## config.mk

```make
export PLATFORM = sky130hd
export DESIGN_NAME = integer_divider_signed_unsigned
export DESIGN_NICKNAME = d
export VERILOG_FILES = /design/src/design/idiv_pkg.sv /design/src/design/idiv_cell.sv /design/src/design/idiv_chain.sv /design/src/design/integer_divider_signed_unsigned.sv
export SDC_FILE = /design/constraint.sdc
export NUM_CORES = 1
export LEC_CHECK = 0
export ABC_CLOCK_PERIOD_IN_PS = 38200
export BUFFER_PORTS_ARGS = -buffer_cell sky130_fd_sc_hd__buf_2
export CORE_MARGIN = 2
export CORE_UTILIZATION = 25
export DETAILED_ROUTE_END_ITERATION = 10
export SYNTH_ARGS = -nofsm -noshare
export SYNTH_HDL_FRONTEND = slang
export SYNTH_HIERARCHICAL = 1
export SYNTH_SLANG_ARGS = --single-unit
```

## constraint.sdc

```tcl
create_clock -name clk -period 38.2 [get_ports clk]
set_clock_uncertainty 0.1 [all_clocks]
set_input_delay 3.82 -clock clk [delete_from_list [all_inputs] [get_ports clk]]
set_output_delay 3.82 -clock clk [all_outputs]
set_load 0.03 [all_outputs]
```

## src/design/idiv_pkg.sv

```systemverilog
// ----------------------------------------------------------------------------
// idiv_pkg
// Shared widths, state codes and cell control type for the integer divider.
// ----------------------------------------------------------------------------
`default_nettype none

package idiv_pkg;

    localparam int DATA_W = 64;
    localparam int HALF_W = 32;
    localparam int CNT_W  = 6;

    // Mode field codes
    localparam logic [1:0] MODE_U32 = 2'd0;
    localparam logic [1:0] MODE_S32 = 2'd1;
    localparam logic [1:0] MODE_U64 = 2'd2;
    localparam logic [1:0] MODE_S64 = 2'd3;

    // Last step index for each operand width
    localparam logic [CNT_W-1:0] LAST_STEP_64 = CNT_W'(DATA_W - 1);
    localparam logic [CNT_W-1:0] LAST_STEP_32 = CNT_W'(HALF_W - 1);

    typedef enum logic [2:0] {
        S_IDLE = 3'b001,
        S_RUN  = 3'b010,
        S_DONE = 3'b100
    } state_t;

    // Control broadcast to every cell of the chain
    typedef struct packed {
        logic load;
        logic step;
    } cell_ctrl_t;

endpackage

`default_nettype wire

```

## src/design/idiv_cell.sv

```systemverilog
// ----------------------------------------------------------------------------
// idiv_cell
// One bit slice of the divider: remainder, divisor and dividend/quotient bits.
// ----------------------------------------------------------------------------
`default_nettype none

module idiv_cell
    import idiv_pkg::*;
(
    input  wire logic       clk,
    input  wire cell_ctrl_t ctrl,
    input  wire logic       load_q,
    input  wire logic       load_d,
    input  wire logic       r_in,
    input  wire logic       q_in,
    input  wire logic       borrow_in,
    input  wire logic       take,
    output logic            r_bit,
    output logic            q_bit,
    output logic            borrow_out
);

    logic r_reg;
    logic q_reg;
    logic d_reg;
    logic r_next;
    logic q_next;
    logic d_next;
    logic diff;

    // One bit of (shifted remainder - divisor)
    assign diff       = r_in ^ d_reg ^ borrow_in;
    assign borrow_out = (~r_in & d_reg) | (~(r_in ^ d_reg) & borrow_in);

    // Load a fresh request, or shift and conditionally subtract
    always_comb
    begin
        r_next = r_reg;
        q_next = q_reg;
        d_next = d_reg;
        if (ctrl.load)
        begin
            r_next = 1'b0;
            q_next = load_q;
            d_next = load_d;
        end
        else if (ctrl.step)
        begin
            r_next = take ? diff : r_in;
            q_next = q_in;
        end
    end

    always_ff @(posedge clk)
    begin
        r_reg <= r_next;
        q_reg <= q_next;
        d_reg <= d_next;
    end

    assign r_bit = r_reg;
    assign q_bit = q_reg;

endmodule

`default_nettype wire

```

## src/design/idiv_chain.sv

```systemverilog
// ----------------------------------------------------------------------------
// idiv_chain
// Row of divider cells; the borrow ripples up, data shifts up one cell a step.
// ----------------------------------------------------------------------------
`default_nettype none

module idiv_chain
    import idiv_pkg::*;
(
    input  wire logic              clk,
    input  wire cell_ctrl_t        ctrl,
    input  wire logic [DATA_W-1:0] load_q,
    input  wire logic [DATA_W-1:0] load_d,
    output logic      [DATA_W-1:0] rem,
    output logic      [DATA_W-1:0] quo
);

    logic [DATA_W-1:0] r_bits;
    logic [DATA_W-1:0] q_bits;
    logic [DATA_W-1:0] borrow;
    logic              take;

    // Subtract succeeds if the bit shifted out was set or no borrow came out
    assign take = r_bits[DATA_W-1] | ~borrow[DATA_W-1];

    genvar i;
    generate
        for (i = 0; i < DATA_W; i++)
        begin : g_cell
            logic r_in;
            logic q_in;
            logic b_in;

            if (i == 0)
            begin : g_first
                // Dividend MSB enters the remainder, new quotient bit enters at the bottom
                assign r_in = q_bits[DATA_W-1];
                assign q_in = take;
                assign b_in = 1'b0;
            end
            else
            begin : g_rest
                assign r_in = r_bits[i-1];
                assign q_in = q_bits[i-1];
                assign b_in = borrow[i-1];
            end

            idiv_cell u_cell (
                .clk        (clk),
                .ctrl       (ctrl),
                .load_q     (load_q[i]),
                .load_d     (load_d[i]),
                .r_in       (r_in),
                .q_in       (q_in),
                .borrow_in  (b_in),
                .take       (take),
                .r_bit      (r_bits[i]),
                .q_bit      (q_bits[i]),
                .borrow_out (borrow[i])
            );
        end
    endgenerate

    assign rem = r_bits;
    assign quo = q_bits;

endmodule

`default_nettype wire

```

## src/design/integer_divider_signed_unsigned.sv

```systemverilog
// ----------------------------------------------------------------------------
// integer_divider_signed_unsigned
// Signed and unsigned 32/64-bit restoring divider with quotient and remainder.
// ----------------------------------------------------------------------------
// Each request loads the operand magnitudes, takes one step per quotient bit
// (32 in the 32-bit modes, 64 in the 64-bit modes) and then applies signs in
// the fix-up state before the result moves to the output register. The
// step time is set by the borrow chain that ripples through the 64 divider
// cells to produce one quotient bit per cycle. A new request is taken as soon
// as the previous one has moved into the output register, even while that
// result still waits to be taken. A zero divisor raises div_by_zero with a
// zero quotient; 32-bit results are zero-extended to 64 bits.
// ----------------------------------------------------------------------------
`default_nettype none

module integer_divider_signed_unsigned
    import idiv_pkg::*;
(
    input  wire logic              clk,
    input  wire logic              rst_n,
    input  wire logic              in_valid,
    output logic                   in_stall,
    input  wire logic [1:0]        mode,
    input  wire logic [DATA_W-1:0] dividend,
    input  wire logic [DATA_W-1:0] divisor,
    output logic                   out_valid,
    input  wire logic              out_stall,
    output logic      [DATA_W-1:0] quotient,
    output logic      [DATA_W-1:0] remainder_out,
    output logic                   div_by_zero
);

    state_t            state_reg, state_next;
    logic [CNT_W-1:0]  count_reg, count_next;
    logic              out_valid_reg, out_valid_next;
    logic              wide_reg;
    logic              qneg_reg;
    logic              rneg_reg;
    logic              zero_reg;
    logic [HALF_W-1:0] nlow_reg;
    logic [DATA_W-1:0] quo_out_reg, quo_out_next;
    logic [DATA_W-1:0] rem_out_reg, rem_out_next;
    logic              dbz_reg, dbz_next;

    logic              accept;
    logic              wide_in;
    logic              sgn_in;
    logic [DATA_W-1:0] n_in;
    logic [DATA_W-1:0] d_in;
    logic [DATA_W-1:0] n_neg;
    logic [DATA_W-1:0] d_neg;
    logic              nneg_in;
    logic              dneg_in;
    logic [DATA_W-1:0] un_in;
    logic [DATA_W-1:0] ud_in;
    logic [DATA_W-1:0] load_q;
    logic              emit;
    cell_ctrl_t        ctrl;
    logic [DATA_W-1:0] rem;
    logic [DATA_W-1:0] quo;
    logic [DATA_W-1:0] q_signed;
    logic [DATA_W-1:0] r_signed;

    assign accept   = in_valid & ~in_stall;
    assign in_stall = (state_reg != S_IDLE);

    // Take operand magnitudes at the selected width
    assign wide_in = (mode == MODE_U64) || (mode == MODE_S64);
    assign sgn_in  = (mode == MODE_S32) || (mode == MODE_S64);
    assign n_in    = wide_in ? dividend : {{HALF_W{1'b0}}, dividend[HALF_W-1:0]};
    assign d_in    = wide_in ? divisor  : {{HALF_W{1'b0}}, divisor[HALF_W-1:0]};
    assign n_neg   = DATA_W'(0) - n_in;
    assign d_neg   = DATA_W'(0) - d_in;
    assign nneg_in = sgn_in & (wide_in ? n_in[DATA_W-1] : n_in[HALF_W-1]);
    assign dneg_in = sgn_in & (wide_in ? d_in[DATA_W-1] : d_in[HALF_W-1]);
    assign un_in   = nneg_in ? (wide_in ? n_neg : {{HALF_W{1'b0}}, n_neg[HALF_W-1:0]})
                             : n_in;
    assign ud_in   = dneg_in ? (wide_in ? d_neg : {{HALF_W{1'b0}}, d_neg[HALF_W-1:0]})
                             : d_in;

    // 32-bit dividends sit in the upper half so their MSB shifts out first
    assign load_q  = wide_in ? un_in : {un_in[HALF_W-1:0], {HALF_W{1'b0}}};

    assign ctrl.load = accept;
    assign ctrl.step = (state_reg == S_RUN);

    idiv_chain u_chain (
        .clk    (clk),
        .ctrl   (ctrl),
        .load_q (load_q),
        .load_d (ud_in),
        .rem    (rem),
        .quo    (quo)
    );

    // Hold request attributes for the sign fix-up
    always_ff @(posedge clk)
    begin
        if (accept)
        begin
            wide_reg <= wide_in;
            qneg_reg <= nneg_in ^ dneg_in;
            rneg_reg <= nneg_in;
            zero_reg <= (d_in == '0);
            nlow_reg <= n_in[HALF_W-1:0];
        end
    end

    // Apply signs, wrap to the selected width and override for a zero divisor
    always_comb
    begin
        q_signed = qneg_reg ? (DATA_W'(0) - quo) : quo;
        r_signed = rneg_reg ? (DATA_W'(0) - rem) : rem;
        if (!wide_reg)
        begin
            q_signed = {{HALF_W{1'b0}}, q_signed[HALF_W-1:0]};
            r_signed = {{HALF_W{1'b0}}, r_signed[HALF_W-1:0]};
        end
        if (zero_reg)
        begin
            q_signed = '0;
            r_signed = wide_reg ? '0 : {{HALF_W{1'b0}}, nlow_reg};
        end
    end

    assign emit = (state_reg == S_DONE) & (~out_valid_reg | ~out_stall);

    // Sequence load, steps and result hand-off
    always_comb
    begin
        state_next     = state_reg;
        count_next     = count_reg;
        out_valid_next = out_valid_reg & out_stall;
        quo_out_next   = quo_out_reg;
        rem_out_next   = rem_out_reg;
        dbz_next       = dbz_reg;
        case (state_reg)
            S_IDLE:
            begin
                if (accept)
                begin
                    state_next = S_RUN;
                    count_next = wide_in ? LAST_STEP_64 : LAST_STEP_32;
                end
            end
            S_RUN:
            begin
                count_next = count_reg - CNT_W'(1);
                if (count_reg == '0)
                begin
                    state_next = S_DONE;
                end
            end
            S_DONE:
            begin
                if (emit)
                begin
                    state_next     = S_IDLE;
                    out_valid_next = 1'b1;
                    quo_out_next   = q_signed;
                    rem_out_next   = r_signed;
                    dbz_next       = zero_reg;
                end
            end
            default:
            begin
                state_next = S_IDLE;
            end
        endcase
    end

    always_ff @(posedge clk or negedge rst_n)
    begin
        if (!rst_n)
        begin
            state_reg     <= S_IDLE;
            count_reg     <= '0;
            out_valid_reg <= 1'b0;
        end
        else
        begin
            state_reg     <= state_next;
            count_reg     <= count_next;
            out_valid_reg <= out_valid_next;
        end
    end

    always_ff @(posedge clk)
    begin
        quo_out_reg <= quo_out_next;
        rem_out_reg <= rem_out_next;
        dbz_reg     <= dbz_next;
    end

    assign out_valid     = out_valid_reg;
    assign quotient      = quo_out_reg;
    assign remainder_out = rem_out_reg;
    assign div_by_zero   = dbz_reg;

    // A result appears only after the fix-up state
    a_result_from_done: assert property (@(posedge clk) disable iff (!rst_n)
        $rose(out_valid) |-> $past(state_reg == S_DONE))
        else $error("result raised outside the fix-up cycle");

    // A zero divisor always reports a zero quotient
    a_zero_quotient: assert property (@(posedge clk) disable iff (!rst_n)
        (out_valid && div_by_zero) |-> (quotient == '0))
        else $error("nonzero quotient with zero divisor");

    // The last step hands over to the fix-up state
    a_last_step: assert property (@(posedge clk) disable iff (!rst_n)
        (state_reg == S_RUN && count_reg == '0) |=> (state_reg == S_DONE))
        else $error("step count did not end the run");

endmodule

`default_nettype wire

```

Yosys cells after proc, flatten, opt, wreduce, memory -nomap -nowiden
Index checks and enable logic that the tools add are counted.

Flip-flop bits (word level): 367. Word-level logic and storage cells: 901.

Add/subtract/negate cells: 5. Equality and inequality tests: 10. Multiplexer cells: 215. Bitwise operators: 457. Reductions and logical operators: 10.

Operators with widths (count): $mux 64 (11); $sub 1x64->64 const A (4); $mux 1 (196); $and 1x1->1 (132); $not 1->1 (132); $xor 1x1->1 (128); $or 1x1->1 (65); $logic_not 64->1 (1); $mux 32 (1); $mux 6 (2); $pmux 6 s2 (1); $mux 3 (3); $pmux 3 s3 (1); $logic_not 6->1 (1); $sub 6x1->6 const B (1); $eq 2x2->1 const B (2); $ne 2x2->1 const B (2); $reduce_and 2->1 (2); $reduce_bool 2->1 (2); $eq 3x1->1 const B (1); $eq 3x2->1 const B (1); $eq 3x3->1 const B (1); $ne 3x1->1 const B (1); $reduce_and 3->1 (1); other kinds (4) (5).

Depth between registers and ports, before layout
Gate-level depths: netlist of run 1.

Depth in word-level cells: 132. Gate-level depth with buffers: 195. Gate-level depth less buffers: 195.

Hierarchy
The synthesis of run 1 kept the hierarchy.

By module, submodules not included: integer_divider_signed_unsigned (times used 1, cells each 1508, area each 13312.8 um2, seq. area each 5206.2 um2); idiv_cell (times used 64, cells each 12, area each 155.1 um2, seq. area each 80.1 um2); idiv_chain (times used 1, cells each 129, area each 963.4 um2, seq. area each 0.0 um2).

Worst setup path before layout of run 1
Ideal clock, no wire load.

Path type: reg2reg. From: register u_chain.g_cell[63].u_cell.q_reg. To: register u_chain.g_cell[0].u_cell.r_reg. Library setup time: 706 ps. Arrival time: 30374 ps. Slack: 7020 ps. Cell stages (with the launch flop): 195. Buffers on the path: 0. Clock period less this slack: 31180 ps. Path through: edfxtp_1 fa_1 inv_1 inv_1 fa_1 inv_1 inv_1 fa_1 inv_1 inv_1 fa_1 inv_1 inv_1 fa_1 inv_1 inv_1 fa_1 inv_1 [159 not listed] inv_1 fa_1 inv_1 inv_1 fa_1 inv_1 inv_1 fa_1 inv_1 inv_1 fa_1 inv_1 inv_1 fa_1 inv_1 nand2b_1 mux2i_1 a211oi_2.

Longest elaborated chain between the ends: 131.

RTL lines: from (decl) (RTL line idiv_cell.sv:24) `logic q_reg;`; from (signal assigned) (RTL line idiv_cell.sv:57) `q_reg <= q_next;`; $not 1->1 (RTL line idiv_cell.sv:33) `assign borrow_out = (~r_in & d_reg) | (~(r_in ^ d_reg) & borrow_in);`; $and 1x1->1 (RTL line idiv_cell.sv:33); via u_chain.borrow[0] (RTL line idiv_chain.sv:20) `logic [DATA_W-1:0] borrow;`; $and 1x1->1 (RTL line idiv_cell.sv:33); $or 1x1->1 (RTL line idiv_cell.sv:33); via u_chain.borrow[1] (RTL line idiv_chain.sv:20); $and 1x1->1 (RTL line idiv_cell.sv:33); $or 1x1->1 (RTL line idiv_cell.sv:33); via u_chain.borrow[2] (RTL line idiv_chain.sv:20); [2 not listed]; via u_chain.borrow[3] (RTL line idiv_chain.sv:20); [2 not listed]; via u_chain.borrow[4] (RTL line idiv_chain.sv:20); [2 not listed]; via u_chain.borrow[5] (RTL line idiv_chain.sv:20); [2 not listed]; via u_chain.borrow[6] (RTL line idiv_chain.sv:20); [2 not listed]; via u_chain.borrow[7] (RTL line idiv_chain.sv:20); [2 not listed]; via u_chain.borrow[8] (RTL line idiv_chain.sv:20); [2 not listed]; via u_chain.borrow[9] (RTL line idiv_chain.sv:20); [2 not listed]; via u_chain.borrow[10] (RTL line idiv_chain.sv:20); [2 not listed]; via u_chain.borrow[11] (RTL line idiv_chain.sv:20); [2 not listed]; via u_chain.borrow[12] (RTL line idiv_chain.sv:20); [2 not listed]; via u_chain.borrow[13] (RTL line idiv_chain.sv:20); [2 not listed]; via u_chain.borrow[14] (RTL line idiv_chain.sv:20); [2 not listed]; via u_chain.borrow[15] (RTL line idiv_chain.sv:20); [2 not listed]; via u_chain.borrow[16] (RTL line idiv_chain.sv:20); [2 not listed]; via u_chain.borrow[17] (RTL line idiv_chain.sv:20); [2 not listed]; via u_chain.borrow[18] (RTL line idiv_chain.sv:20); [2 not listed]; via u_chain.borrow[19] (RTL line idiv_chain.sv:20); [2 not listed]; via u_chain.borrow[20] (RTL line idiv_chain.sv:20); [2 not listed]; via u_chain.borrow[21] (RTL line idiv_chain.sv:20); [2 not listed]; via u_chain.borrow[22] (RTL line idiv_chain.sv:20); [2 not listed]; via u_chain.borrow[23] (RTL line idiv_chain.sv:20); [2 not listed]; via u_chain.borrow[24] (RTL line idiv_chain.sv:20); [2 not listed]; via u_chain.borrow[25] (RTL line idiv_chain.sv:20); [2 not listed]; via u_chain.borrow[26] (RTL line idiv_chain.sv:20); [2 not listed]; via u_chain.borrow[27] (RTL line idiv_chain.sv:20); [2 not listed]; via u_chain.borrow[28] (RTL line idiv_chain.sv:20); [2 not listed]; via u_chain.borrow[29] (RTL line idiv_chain.sv:20); [2 not listed]; via u_chain.borrow[30] (RTL line idiv_chain.sv:20); [2 not listed]; via u_chain.borrow[31] (RTL line idiv_chain.sv:20); [2 not listed]; via u_chain.borrow[32] (RTL line idiv_chain.sv:20); [2 not listed]; via u_chain.borrow[33] (RTL line idiv_chain.sv:20); [2 not listed]; via u_chain.borrow[34] (RTL line idiv_chain.sv:20); [2 not listed]; via u_chain.borrow[35] (RTL line idiv_chain.sv:20); [2 not listed]; via u_chain.borrow[36] (RTL line idiv_chain.sv:20); [2 not listed]; via u_chain.borrow[37] (RTL line idiv_chain.sv:20); [2 not listed]; via u_chain.borrow[38] (RTL line idiv_chain.sv:20); [2 not listed]; via u_chain.borrow[39] (RTL line idiv_chain.sv:20); [2 not listed]; via u_chain.borrow[40] (RTL line idiv_chain.sv:20); [2 not listed]; via u_chain.borrow[41] (RTL line idiv_chain.sv:20); [2 not listed]; via u_chain.borrow[42] (RTL line idiv_chain.sv:20); [2 not listed]; via u_chain.borrow[43] (RTL line idiv_chain.sv:20); [2 not listed]; via u_chain.borrow[44] (RTL line idiv_chain.sv:20); [2 not listed]; via u_chain.borrow[45] (RTL line idiv_chain.sv:20); [2 not listed]; via u_chain.borrow[46] (RTL line idiv_chain.sv:20); [2 not listed]; via u_chain.borrow[47] (RTL line idiv_chain.sv:20); [2 not listed]; via u_chain.borrow[48] (RTL line idiv_chain.sv:20); [2 not listed]; via u_chain.borrow[49] (RTL line idiv_chain.sv:20); [2 not listed]; via u_chain.borrow[50] (RTL line idiv_chain.sv:20); [2 not listed]; via u_chain.borrow[51] (RTL line idiv_chain.sv:20); [2 not listed]; via u_chain.borrow[52] (RTL line idiv_chain.sv:20); [2 not listed]; via u_chain.borrow[53] (RTL line idiv_chain.sv:20); [2 not listed]; via u_chain.borrow[54] (RTL line idiv_chain.sv:20); [2 not listed]; via u_chain.borrow[55] (RTL line idiv_chain.sv:20); [2 not listed]; via u_chain.borrow[56] (RTL line idiv_chain.sv:20); [2 not listed]; via u_chain.borrow[57] (RTL line idiv_chain.sv:20); [2 not listed]; via u_chain.borrow[58] (RTL line idiv_chain.sv:20); [2 not listed]; via u_chain.borrow[59] (RTL line idiv_chain.sv:20); [2 not listed]; via u_chain.borrow[60] (RTL line idiv_chain.sv:20); [2 not listed]; via u_chain.borrow[61] (RTL line idiv_chain.sv:20); [2 not listed]; via u_chain.borrow[62] (RTL line idiv_chain.sv:20); $and 1x1->1 (RTL line idiv_cell.sv:33); $or 1x1->1 (RTL line idiv_cell.sv:33); via u_chain.borrow[63] (RTL line idiv_chain.sv:20); $not 1->1 (RTL line idiv_chain.sv:24) `assign take = r_bits[DATA_W-1] | ~borrow[DATA_W-1];`; $or 1x1->1 (RTL line idiv_chain.sv:24); via u_chain.g_cell[0].q_in (RTL line idiv_chain.sv:31) `logic q_in;`; $mux 1 (RTL line idiv_cell.sv:49) `r_next = take ? diff : r_in;`; to (signal assigned) (RTL line idiv_cell.sv:56) `r_reg <= r_next;`; to (decl) (RTL line idiv_cell.sv:23) `logic r_reg;`.

The timed path passes the listed nets, and every way through them passes these cells. A chain may end at the register's enable or synchronous reset.

Final worst setup path of run 1
From: register u_chain.g_cell[63].u_cell.q_reg. To: register u_chain.g_cell[0].u_cell.q_reg (data pin).

Longest elaborated chain between the ends: 132.

RTL lines: $not 1->1 (RTL line idiv_cell.sv:33); $and 1x1->1 (RTL line idiv_cell.sv:33); via u_chain.borrow[0] (RTL line idiv_chain.sv:20); $and 1x1->1 (RTL line idiv_cell.sv:33); $or 1x1->1 (RTL line idiv_cell.sv:33); via u_chain.borrow[1] (RTL line idiv_chain.sv:20); $and 1x1->1 (RTL line idiv_cell.sv:33); $or 1x1->1 (RTL line idiv_cell.sv:33); via u_chain.borrow[2] (RTL line idiv_chain.sv:20); [2 not listed]; via u_chain.borrow[3] (RTL line idiv_chain.sv:20); [2 not listed]; via u_chain.borrow[4] (RTL line idiv_chain.sv:20); [2 not listed]; via u_chain.borrow[5] (RTL line idiv_chain.sv:20); [2 not listed]; via u_chain.borrow[6] (RTL line idiv_chain.sv:20); [2 not listed]; via u_chain.borrow[7] (RTL line idiv_chain.sv:20); [2 not listed]; via u_chain.borrow[8] (RTL line idiv_chain.sv:20); [2 not listed]; via u_chain.borrow[9] (RTL line idiv_chain.sv:20); [2 not listed]; via u_chain.borrow[10] (RTL line idiv_chain.sv:20); [2 not listed]; via u_chain.borrow[11] (RTL line idiv_chain.sv:20); [2 not listed]; via u_chain.borrow[12] (RTL line idiv_chain.sv:20); [2 not listed]; via u_chain.borrow[13] (RTL line idiv_chain.sv:20); [2 not listed]; via u_chain.borrow[14] (RTL line idiv_chain.sv:20); [2 not listed]; via u_chain.borrow[15] (RTL line idiv_chain.sv:20); [2 not listed]; via u_chain.borrow[16] (RTL line idiv_chain.sv:20); [2 not listed]; via u_chain.borrow[17] (RTL line idiv_chain.sv:20); [2 not listed]; via u_chain.borrow[18] (RTL line idiv_chain.sv:20); [2 not listed]; via u_chain.borrow[19] (RTL line idiv_chain.sv:20); [2 not listed]; via u_chain.borrow[20] (RTL line idiv_chain.sv:20); [2 not listed]; via u_chain.borrow[21] (RTL line idiv_chain.sv:20); [2 not listed]; via u_chain.borrow[22] (RTL line idiv_chain.sv:20); [2 not listed]; via u_chain.borrow[23] (RTL line idiv_chain.sv:20); [2 not listed]; via u_chain.borrow[24] (RTL line idiv_chain.sv:20); [2 not listed]; via u_chain.borrow[25] (RTL line idiv_chain.sv:20); [2 not listed]; via u_chain.borrow[26] (RTL line idiv_chain.sv:20); [2 not listed]; via u_chain.borrow[27] (RTL line idiv_chain.sv:20); [2 not listed]; via u_chain.borrow[28] (RTL line idiv_chain.sv:20); [2 not listed]; via u_chain.borrow[29] (RTL line idiv_chain.sv:20); [2 not listed]; via u_chain.borrow[30] (RTL line idiv_chain.sv:20); [2 not listed]; via u_chain.borrow[31] (RTL line idiv_chain.sv:20); [2 not listed]; via u_chain.borrow[32] (RTL line idiv_chain.sv:20); [2 not listed]; via u_chain.borrow[33] (RTL line idiv_chain.sv:20); [2 not listed]; via u_chain.borrow[34] (RTL line idiv_chain.sv:20); [2 not listed]; via u_chain.borrow[35] (RTL line idiv_chain.sv:20); [2 not listed]; via u_chain.borrow[36] (RTL line idiv_chain.sv:20); [2 not listed]; via u_chain.borrow[37] (RTL line idiv_chain.sv:20); [2 not listed]; via u_chain.borrow[38] (RTL line idiv_chain.sv:20); [2 not listed]; via u_chain.borrow[39] (RTL line idiv_chain.sv:20); [2 not listed]; via u_chain.borrow[40] (RTL line idiv_chain.sv:20); [2 not listed]; via u_chain.borrow[41] (RTL line idiv_chain.sv:20); [2 not listed]; via u_chain.borrow[42] (RTL line idiv_chain.sv:20); [2 not listed]; via u_chain.borrow[43] (RTL line idiv_chain.sv:20); [2 not listed]; via u_chain.borrow[44] (RTL line idiv_chain.sv:20); [2 not listed]; via u_chain.borrow[45] (RTL line idiv_chain.sv:20); [2 not listed]; via u_chain.borrow[46] (RTL line idiv_chain.sv:20); [2 not listed]; via u_chain.borrow[47] (RTL line idiv_chain.sv:20); [2 not listed]; via u_chain.borrow[48] (RTL line idiv_chain.sv:20); [2 not listed]; via u_chain.borrow[49] (RTL line idiv_chain.sv:20); [2 not listed]; via u_chain.borrow[50] (RTL line idiv_chain.sv:20); [2 not listed]; via u_chain.borrow[51] (RTL line idiv_chain.sv:20); [2 not listed]; via u_chain.borrow[52] (RTL line idiv_chain.sv:20); [2 not listed]; via u_chain.borrow[53] (RTL line idiv_chain.sv:20); [2 not listed]; via u_chain.borrow[54] (RTL line idiv_chain.sv:20); [2 not listed]; via u_chain.borrow[55] (RTL line idiv_chain.sv:20); [2 not listed]; via u_chain.borrow[56] (RTL line idiv_chain.sv:20); [2 not listed]; via u_chain.borrow[57] (RTL line idiv_chain.sv:20); [2 not listed]; via u_chain.borrow[58] (RTL line idiv_chain.sv:20); [2 not listed]; via u_chain.borrow[59] (RTL line idiv_chain.sv:20); [2 not listed]; via u_chain.borrow[60] (RTL line idiv_chain.sv:20); [2 not listed]; via u_chain.borrow[61] (RTL line idiv_chain.sv:20); [2 not listed]; via u_chain.borrow[62] (RTL line idiv_chain.sv:20); [1 not listed]; $or 1x1->1 (RTL line idiv_cell.sv:33); via u_chain.borrow[63] (RTL line idiv_chain.sv:20); $not 1->1 (RTL line idiv_chain.sv:24); $or 1x1->1 (RTL line idiv_chain.sv:24); via u_chain.g_cell[0].q_in (RTL line idiv_chain.sv:31); $mux 1 (RTL line idiv_cell.sv:47) `else if (ctrl.step)`; $mux 1 (RTL line idiv_cell.sv:41) `if (ctrl.load)`; via u_chain.g_cell[0].u_cell.q_next (RTL line idiv_cell.sv:27) `logic q_next;`; to (signal assigned) (RTL line idiv_cell.sv:57); to (decl) (RTL line idiv_cell.sv:24).

The timed path passes the listed nets, and every way through them passes these cells. The select of a mux whose other input is x is not followed.

==> results of run 1 <==
-- cells in the final DEF, fill, tap and decap left out, drive strengths merged, types with 66 or more instances in the layout --
| cell type | synthesis | layout |
|---|---|---|
| o31ai | 66 | 66 |
| a211oi | 68 | 68 |
| or2 | 78 | 78 |
| nor2 | 295 | 295 |
| o21ai | 101 | 101 |
| xor2 | 147 | 147 |
| edfxtp | 293 | 293 |
| buf | 132 | 286 |
| mux2 | 71 | 71 |
| inv | 226 | 227 |
| nand2 | 100 | 100 |
| xnor2 | 76 | 76 |
| mux2i | 86 | 86 |
-- worst min-delay path by stage --
stage / endpoint / start / slack, ns / cells past startpoint
after floorplan: count_reg[5] / count_reg[5] / 0.37 / 2
after global placement: count_reg[5] / count_reg[5] / 0.39 / 2
after detailed placement: count_reg[5] / count_reg[5] / 0.41 / 2
after CTS: count_reg[5] / count_reg[5] / 0.42 / 2
after global routing: remainder_out[9] / nlow_reg[9] / 0.45 / 2
final: count_reg[5] / count_reg[5] / 0.43 / 2
-- area by class of cell --
cell class / instances / area [um^2] / area share (%)
diodes: 11 / 27.5 / 0.100
clock buffers: 50 / 1080 / 3.93
clock inverters: 26 / 338 / 1.23
inverters: 227 / 852 / 3.10
multi-input cells: 1599 / 11800 / 42.8
flip-flops and latches: 367 / 10300 / 37.6
well taps: 1276 / 1600 / 5.80
repair buffers: 286 / 1500 / 5.45
-- routing by layer --
layer | GRT usage (%) | routed length [um] | vias up
met5 | 0 | 411 | -
met4 | 3.76 | 1670 | 70
met3 | 5.43 | 7570 | 142
met2 | 23.3 | 33900 | 558
met1 | 21.0 | 34800 | 8937
li1 | - | - | 8621
-- power groups by stage --
| stage | logic [mW] | clock network (mW) | registers (mW) |
|---|---|---|---|
| finish | 0.836 | 0.426 | 0.720 |
| global route | 0.937 | 0.451 | 0.739 |
| CTS | 0.842 | 0.439 | 0.720 |
| detailed placement | 0.838 | 0 | 0.728 |
| global placement | 0.828 | 0 | 0.726 |
| floorplan | 0.801 | 0 | 0.675 |
-- stage by stage --
| step | cell area (um^2) | total power, mW | worst slack, ns | instances | hold slack [ns] |
|---|---|---|---|---|---|
| floorplan | 24200 | 1.48 | 7.02 | 2405 | 0.370 |
| global placement | 26100 | 1.55 | 7.57 | 3755 | 0.390 |
| detailed placement | 26100 | 1.57 | 7.30 | 3755 | 0.407 |
| CTS | 27500 | 2.00 | 7.25 | 3831 | 0.425 |
| global route | 27500 | 2.13 | 5.19 | 3839 | 0.454 |
| finish | 27500 | 1.98 | 7.35 | 3842 | 0.428 |
-- worst min-delay path: stages (launching register included) --
cell and delay, ns:
dfrtp_1 0.35, o21ai_0 0.08, o21ai_0 0.07
-- logic make-up (layout without fill, tap and decap cells) --
| family | after synthesis | count (layout) |
|---|---|---|
| simple gates | 760 | 760 |
| buf+inv | 439 | 589 |
| compound gates | 388 | 388 |
| flops | 367 | 367 |
| xor+xnor | 223 | 223 |
| mux | 157 | 157 |
| fa+ha+maj | 70 | 70 |
| other cells | 1 | 12 |
==> impl_metrics.ini, run 1 <==
[outcome]
run_status = finished clean

[synth]
yosys_warnings = 6
synthSimpleGateAreaFrac_pct = 15.8
yosys_most_used_dff = edfxtp_1
portion_of_netlist_area_occupied_by_mux_cells_pct = 6.86
main_combinational_cell_family_by_area_after_synthesis = simple AND/OR/NAND/NOR gates
synth_edf_count = 293
synth_cell_type_count = 75
post_synth_instance_area_um2 = 24200
synth.ff_latch_count = 367
synth.avg_cell_area_um2 = 10.1
netlist_top_cells_area = edfxtp_1, xor2_1, dfxtp_1, fa_1, nor2_1
yosys.area.top_type = edfxtp_1
synthXorXnorAreaFrac_pct = 8.07
yosys.area.top_type_share_pct = 36.3
synth_commonest_cells = nor2_1, edfxtp_1, inv_1
async_reset_ff_share_pct = 2.72
post_synth_inst_count = 2405
synth_compound_area_share_pct = 12.2
ys_seq_area_share_pct = 42.7
synth_adder_area_share_pct = 5.60
synth_nets = 2609
post-synth-top-count-cell = nor2_1

[cells_and_area]
final_core_utilization_pct = 28.6
area_growth_syn_to_layout_pct = 13.6
fill_cell_total_of_the_finished_layout = 10100
fraction_of_final_layout_cells_with_drive_strength_greater_than_1_pct = 22.9
final_nets = 2726

[routing]
post_drt_via_cell_ratio = 4.77
dr_total_vias = 18300
route.detailed.wl_per_inst_um = 20.4
postRouteWirelength_um = 78400
drt-initial-drc-count = 1348
drt_pass1_iterations = 5
post_detailed_route_drc_marker_count = 0
antenna_left = 0

[global_route]
maximum_number_of_pins_on_one_net_before_global_route_repair = 199
first_global_vias = 17500
globalRouteTotalUtil_pct = 15.4
grt_pass1_wl_um = 115000
antenna_found_initial = 59
grt.overflow.total = 0

[clock_network]
cts-resized-gates = 0
clk_latency_ns = 0.59
numClockSinks = 367
clk_pin_slew_worst_paths_ns = 0.06
postCtsSetupBuffers = 0
root_buffer = clkbuf_16
htree_num_levels = 2
tritoncts_clock_tree = yes
cts_made_buffers = 41
clock_tree.buffer_depth = 3
number_of_buffers_inserted_by_hold_repair_at_cts = 0

[timing]
max_freq_ghz = 0.0324
portion_of_the_clock_cycle_consumed_by_the_worst_path_in_the_final_layout_pct = 80.8
timing.final.setup_violations = 0
final.min_clock_period_ns = 30.85
fin_tns_setup_ns = 0
max_slew.worst_pin.slew_ns = 1.27
relSlewSlack_pct = 15.4
grt_setup_unrepaired = no
slew_viol_final = 0
timing.final.hold_violations = 0

[setup_path]
critical_path_arrival_ns = 31.10
timing.rr.end = u_chain/g_cell[0].u_cell/q_bit
worstPathMaxFanout = 36
rrSetupSlack_ns = 7.35
timing.critical_path.from = u_chain/g_cell[63].u_cell/q_bit
r2r_start = u_chain/g_cell[63].u_cell/q_bit
crit_path_start_kind = register
critical_path.max_stage_delay_ns = 0.46
worstPathRequired_ns = 38.44
critical_path_capture_point = u_chain/g_cell[0].u_cell/q_bit
critical_path.n_buffers_inverters = 128
timing.critical_path.max_delay_family = adder cells
critical_path_type = register to register
reg2reg_depth = 194
timing.critical_path.slowest_stage_cell = edfxtp_1
critPathCaptureType = register
timing.critical_path.depth = 194
critPathMostFrequentCell = inv_1

[power_and_ir_drop]
cell_internal_pwr_mw = 1.18
pwr-share-seq_pct = 36.3
vdd_ir_drop_max_uv = 36.6
p_comb_share_pct = 42.2
p_sw_mw = 0.805
clock_network_fraction_of_design_power_pct = 21.5
powerDensity_nw_per_um2 = 72.0
total_leakage_power_nw = 10.4
sw_frac_of_total_pct = 40.6

[job]
max_cap_violations = 0

[die]
total_die_area_um2 = 99300
row_count = 114
ioPinCount = 265
effective_utilization_at_floorplan_pct = 25.1
die_w_um = 315
die_height_um = 315
core_um2 = 96300

[worst_hold_path]
worstHoldPathType = register to register

[placement]
hpwlAfterDp_um = 60600
gp_congestion = 0.919
io_buffers = 264
(Power assumes the default switching activity.)
==> run 2: changes to the inputs <==
Settings changed: ABC_CLOCK_PERIOD_IN_PS 38200 to 27700.
Clock period 38.2 ns to 27.7 ns, I/O delays scaled along.
==> run 2 against run 1 <==
Net effect: sequential cell count stayed put; die area stayed put; setup slack worse by 7.3 ns; register-to-register slack worse by 7.3 ns; first-iteration DRC count is 7.3% higher; sequential share of layout area is 0.87 points lower; count of clock-buffer cells in the layout is 3 lower; fmax is 12% higher; via count is 0.85% higher; sequential power is 39% higher; worst hold slack worse by 0.0024 ns.
==> impl_metrics.ini, run 2 (same netlist as run 1, synthesis figures left out) <==
[power_and_ir_drop]
finalPower_mw = 3.00
p_sw_mw = 1.21
p_comb_share_pct = 46.4
total_leakage_power_nw = 10.4
pwr-share-seq_pct = 33.4
sw_frac_of_total_pct = 40.5
cell_internal_pwr_mw = 1.78
clock_network_fraction_of_design_power_pct = 20.2
vdd_ir_drop_max_uv = 53.8
powerDensity_nw_per_um2 = 106

[routing]
route.detailed.wl_per_inst_um = 20.7
postRouteWirelength_um = 80200
post_detailed_route_drc_marker_count = 0
dr_total_vias = 18500
antenna_left = 0
post_drt_via_cell_ratio = 4.78
drt_pass1_iterations = 5
drt-initial-drc-count = 1446

[clock_network]
clk_latency_ns = 0.59
number_of_buffers_inserted_by_hold_repair_at_cts = 0
htree_num_levels = 2
numClockSinks = 367
clock_tree.buffer_depth = 3
root_buffer = clkbuf_16
tritoncts_clock_tree = yes
clk_pin_slew_worst_paths_ns = 0.07
cts_made_buffers = 43

[outcome]
run_status = finished clean

[die]
ioPinCount = 265
effective_utilization_at_floorplan_pct = 25.1
total_die_area_um2 = 99300
core_um2 = 96300
die_height_um = 315
row_count = 114
die_w_um = 315

[timing]
fin_tns_setup_ns = 0
timing.final.setup_violations = 0
max_slew.worst_pin.slew_ns = 1.17
relSlewSlack_pct = 21.1
portion_of_the_clock_cycle_consumed_by_the_worst_path_in_the_final_layout_pct = 99.9
timing.hold.ws_ns = 0.426
fin_ws_ns = 0.0371
slew_viol_final = 0
final.min_clock_period_ns = 27.66
timing.final.hold_violations = 0
grt_setup_unrepaired = yes
max_freq_ghz = 0.0361

[global_route]
met2_usage_pct = 23.6
grt_pass1_wl_um = 117000
antenna_found_initial = 62
globalRouteTotalUtil_pct = 15.7
global_route.peak_usage_layer = met2
gr-usage-met3_pct = 5.76
first_global_vias = 17900
maximum_number_of_pins_on_one_net_before_global_route_repair = 173
globalRouteMet1Util_pct = 21.0
grt.overflow.total = 0

[placement]
gp_congestion = 0.898
worst_case_setup_slack_after_placement_ns = -0.159
hpwlAfterDp_um = 60500
dp_cells = 3759
io_buffers = 264
place_area_um2 = 26300

[setup_path]
critical_path.n_buffers_inverters = 129
critPathCaptureType = register
crit_path_start_kind = register
critPathMostFrequentCell = inv_2
critical_path.max_stage_delay_ns = 0.42
critical_path_type = register to register
critical_path_arrival_ns = 28.06
timing.critical_path.max_delay_family = adder cells
timing.critical_path.slowest_stage_cell = edfxtp_1
worstPathRequired_ns = 28.10
worstPathMaxFanout = 5

[job]
max_cap_violations = 0

[worst_hold_path]
worstHoldPathType = register to register

[cells_and_area]
fraction_of_final_layout_cells_with_drive_strength_greater_than_1_pct = 32.1
final_cell_area_um2 = 28200
final_core_utilization_pct = 29.2
fin_cells = 3866
most-common-layout-cells = nor2_1, edfxtp_1, buf_2
final_nets = 2743
area_growth_syn_to_layout_pct = 16.3
[run 2: timing repair]
action / in CTS / in global routing
gates cloned: 2 / 4
buffers inserted: 4 / 3
resized for setup: 56 / 111
endpoints found under the hold margin: 0 / 0
pin swaps: 9 / 43
setup endpoints to repair: 65 / 65
[run 2: power groups by stage]
stage	registers [mW]	logic (mW)	clock network [mW]
global placement	1.00	1.18	0
CTS	0.998	1.27	0.622
finish	1.00	1.39	0.605
floorplan	0.935	1.10	0
global route	1.03	1.53	0.641
detailed placement	1.01	1.20	0
[run 2: worst register-to-register path: cells and delay by family, from the launching register on]
family,cells,cell delay (ns)
adder cells (fa/ha/maj),64,20.63
buffers and inverters,129,6.10
flip-flops,1,0.42
AO/OA/AOI/OAI,1,0.23
multiplexers,1,0.13
AND/OR/NAND/NOR,1,0.09
[run 2: metal layers]
layer	share of wire, %	vias up
met2	43	613
met3	10	170
li1	-	8645
met5	0.52	-
met4	3.0	66
met1	43	8989
[run 2: layout make-up]
cell class              count  area [um^2]
diodes                     19         47.5
inverters                 227          852
fillers                 10100        68100
clock buffers              47         1110
repair buffers            301         1800
flip-flops and latches    367        10300
well taps                1276         1600
clock inverters            30          352
multi-input cells        1599        12100
[run 2: worst paths after layout]
check                                           startpoint                               to  slack [ns]  cells after the start
setup / recovery           u_chain/g_cell[63].u_cell/q_bit  u_chain/g_cell[19].u_cell/r_bit        0.04                    196
hold / removal                                nlow_reg[16]                remainder_out[16]        0.43                      2
setup reg to reg           u_chain/g_cell[63].u_cell/q_bit  u_chain/g_cell[19].u_cell/r_bit        0.04                    196
hold reg to reg                               nlow_reg[16]                remainder_out[16]        0.43                      2
max in group asynchronous                            rst_n                     state_reg[0]       25.29                      1
min in group asynchronous                            rst_n                     count_reg[5]        1.94                      1
==> run 3: changes to the inputs <==
Settings changed: ABC_AREA set to 1, CORE_MARGIN 2 to unset, SLEW_MARGIN set to 15.
==> run 3 against run 2 <==
Net effect: the run now ends with setup timing left; synthesized area grew 12%; via count grew 38%; die area grew 11%; largest power group unchanged; highest routed layer unchanged.
==> impl_metrics.ini, run 3 <==
[setup_path]
critical_path_arrival_ns = 28.46
critPathMostFrequentCell = inv_2
critPathCaptureType = register
critical_path_type = register to register
timing.critical_path.slowest_stage_cell = edfxtp_1
crit_path_start_kind = register
reg2reg_depth = 199
worstPathMaxFanout = 5
critical_path.max_stage_delay_ns = 0.41
worstPathRequired_ns = 28.08

[power_and_ir_drop]
powerDensity_nw_per_um2 = 98.5
cell_internal_pwr_mw = 1.76
clock_network_fraction_of_design_power_pct = 19.8
pwr-share-seq_pct = 31.3
sw_frac_of_total_pct = 44.6
p_sw_mw = 1.41
total_leakage_power_nw = 14.5
p_comb_share_pct = 48.9
vdd_ir_drop_max_uv = 55.0

[clock_network]
cts_made_buffers = 44
htree_num_levels = 2
clk_pin_slew_worst_paths_ns = 0.06
tritoncts_clock_tree = yes
clk_latency_ns = 0.59
clock_tree.buffer_depth = 3
root_buffer = clkbuf_16
number_of_buffers_inserted_by_hold_repair_at_cts = 0
numClockSinks = 367

[synth]
post_synth_inst_count = 3888
yosys.area.top_type = edfxtp_1
post_synth_instance_area_um2 = 27200
ys_seq_area_share_pct = 38.0
synth.ff_latch_count = 367
synth_cell_type_count = 52
yosys.area.top_type_share_pct = 32.3
yosys_most_used_dff = edfxtp_1
synth_commonest_cells = nand2_1, inv_1, nor2_1
netlist_top_cells_area = edfxtp_1, nand2_1, inv_1, nor2_1, nand3_1
synth_nets = 4092
post-synth-top-count-cell = nand2_1
async_reset_ff_share_pct = 2.72
synth_edf_count = 293
synth.avg_cell_area_um2 = 7.00
yosys_warnings = 6

[cells_and_area]
fill_cell_total_of_the_finished_layout = 11600
final_core_utilization_pct = 29.9
most_common_cell_after_layout_fill_and_taps_aside = nand2_1
sequential_cell_area_um2 = 10300
final_cell_area_um2 = 32200
most-common-layout-cells = nand2_1, nor2_1, inv_1
final_nets = 4254
multi_input_comb_area_um2 = 13700
area_growth_syn_to_layout_pct = 18.2
fraction_of_final_layout_cells_with_drive_strength_greater_than_1_pct = 20.3

[global_route]
grt.overflow.total = 0
first_global_vias = 24100
globalRouteTotalUtil_pct = 17.8
grt_pass1_wl_um = 150000
maximum_number_of_pins_on_one_net_before_global_route_repair = 210
antenna_found_initial = 43

[timing]
timing.hold.ws_ns = 0.394
max_freq_ghz = 0.0356
timing.final.setup_violations = 65
grt_setup_unrepaired = yes
max_slew.worst_pin.slew_ns = 1.20
relSlewSlack_pct = 20.3
final.min_clock_period_ns = 28.08
portion_of_the_clock_cycle_consumed_by_the_worst_path_in_the_final_layout_pct = 101
timing.final.hold_violations = 0
fin_ws_ns = -0.378
slew_viol_final = 0

[placement]
place_area_um2 = 29300
gp_congestion = 0.947
worst_case_setup_slack_after_placement_ns = -0.855
io_buffers = 264
hpwlAfterDp_um = 77100

[routing]
post_drt_via_cell_ratio = 4.63
antenna_left = 0
drt_pass1_iterations = 6
postRouteWirelength_um = 101000
dr_total_vias = 25500
route.detailed.wl_per_inst_um = 18.3
drt-initial-drc-count = 2356
post_detailed_route_drc_marker_count = 0

[die]
total_die_area_um2 = 110000
row_count = 120
ioPinCount = 265
die_w_um = 332
die_height_um = 332
effective_utilization_at_floorplan_pct = 25.3
core_um2 = 108000

[job]
max_cap_violations = 0

[worst_hold_path]
timing.hold.worst_path_depth = 2
worstHoldPathType = register to register

[outcome]
failed_checks = setup timing
run_status = complete, but fails checks
-- run 3: cell count changes in the layout (fill, tap and decap cells not counted), moves of 90 or more --
cell / previous run / this run
nand3_1: 33 / 246
xor2_1: 147 / 38
inv_1: 103 / 498
nor2_1: 293 / 549
nand2_1: 100 / 944
o21ai_0: 98 / 188
-- run 3: worst paths after layout --
path,startpoint,endpoint,slack [ns]
max,u_chain/g_cell[63].u_cell/q_bit,u_chain/g_cell[3].u_cell/r_bit,-0.38
min,out_valid,out_valid,0.39
max reg2reg,u_chain/g_cell[63].u_cell/q_bit,u_chain/g_cell[3].u_cell/r_bit,-0.38
min reg2reg,out_valid,out_valid,0.39
max in group asynchronous,rst_n,state_reg[0],25.32
min in group asynchronous,rst_n,state_reg[2],1.93
-- run 3: routing by layer --
layer / global-route usage [%] / routed length (um)
met2: 28.2 / 44500
met5: 0 / 349
met3: 5.02 / 8960
met1: 23.7 / 44000
met4: 4.81 / 2710
-- run 3: stage by stage --
stage	power, mW	cells	setup TNS [ns]
6_report	3.17	5500	-19.81
5_1_grt	3.40	5497	-92.86
4_1_cts	3.03	5481	-13.23
3_5_place_dp	2.21	5381	-53.69
3_3_place_gp	2.19	5381	-32.45
2_1_floorplan	1.94	3888	0
-- run 3: cell type report --
type | instances | share of cell area [%]
antenna | 11 | 0.0856
clock buffer | 52 | 3.65
clock inverter | 30 | 1.17
inverter | 665 | 8.20
multi-input combinational | 2658 | 42.7
sequential | 367 | 32.1
tap | 1403 | 5.46
timing repair buffer | 314 | 6.61
-- run 3: power by group through the flow --
stage          clock network (mW)  registers, mW  logic (mW)
5_1_grt                     0.661           1.01        1.73
3_5_place_dp                    0          0.999        1.21
6_report                    0.627          0.991        1.55
4_1_cts                     0.642          0.988        1.40
2_1_floorplan                   0          0.921        1.02
3_3_place_gp                    0          0.997        1.19
-- run 3: logic make-up (layout without fill, tap and decap cells) --
group | after synthesis | count (layout) | share of synthesized area (%)
xor+xnor | 49 | 49 | 1.58
other cells | 1 | 12 | 0.0138
simple gates | 2175 | 2175 | 34.4
compound gates | 363 | 363 | 7.07
buf+inv | 863 | 1061 | 14.0
flops | 367 | 367 | 38.0
fa+ha+maj | 70 | 70 | 4.99
-- run 3: repair_timing --
item                       CTS  global route
cloned                      11             5
gates resized for setup    134           248
pin swaps                   49            99
setup endpoints to repair   65            65
buffers inserted             8             5
-- run 3: worst max-delay path: cells and delay by family (launching register included) --
family                   cells  cell delay, ns
AND/OR/NAND/NOR              4            0.33
adder cells (fa/ha/maj)     64           20.96
flip-flops                   1            0.41
buffers and inverters      131            6.27
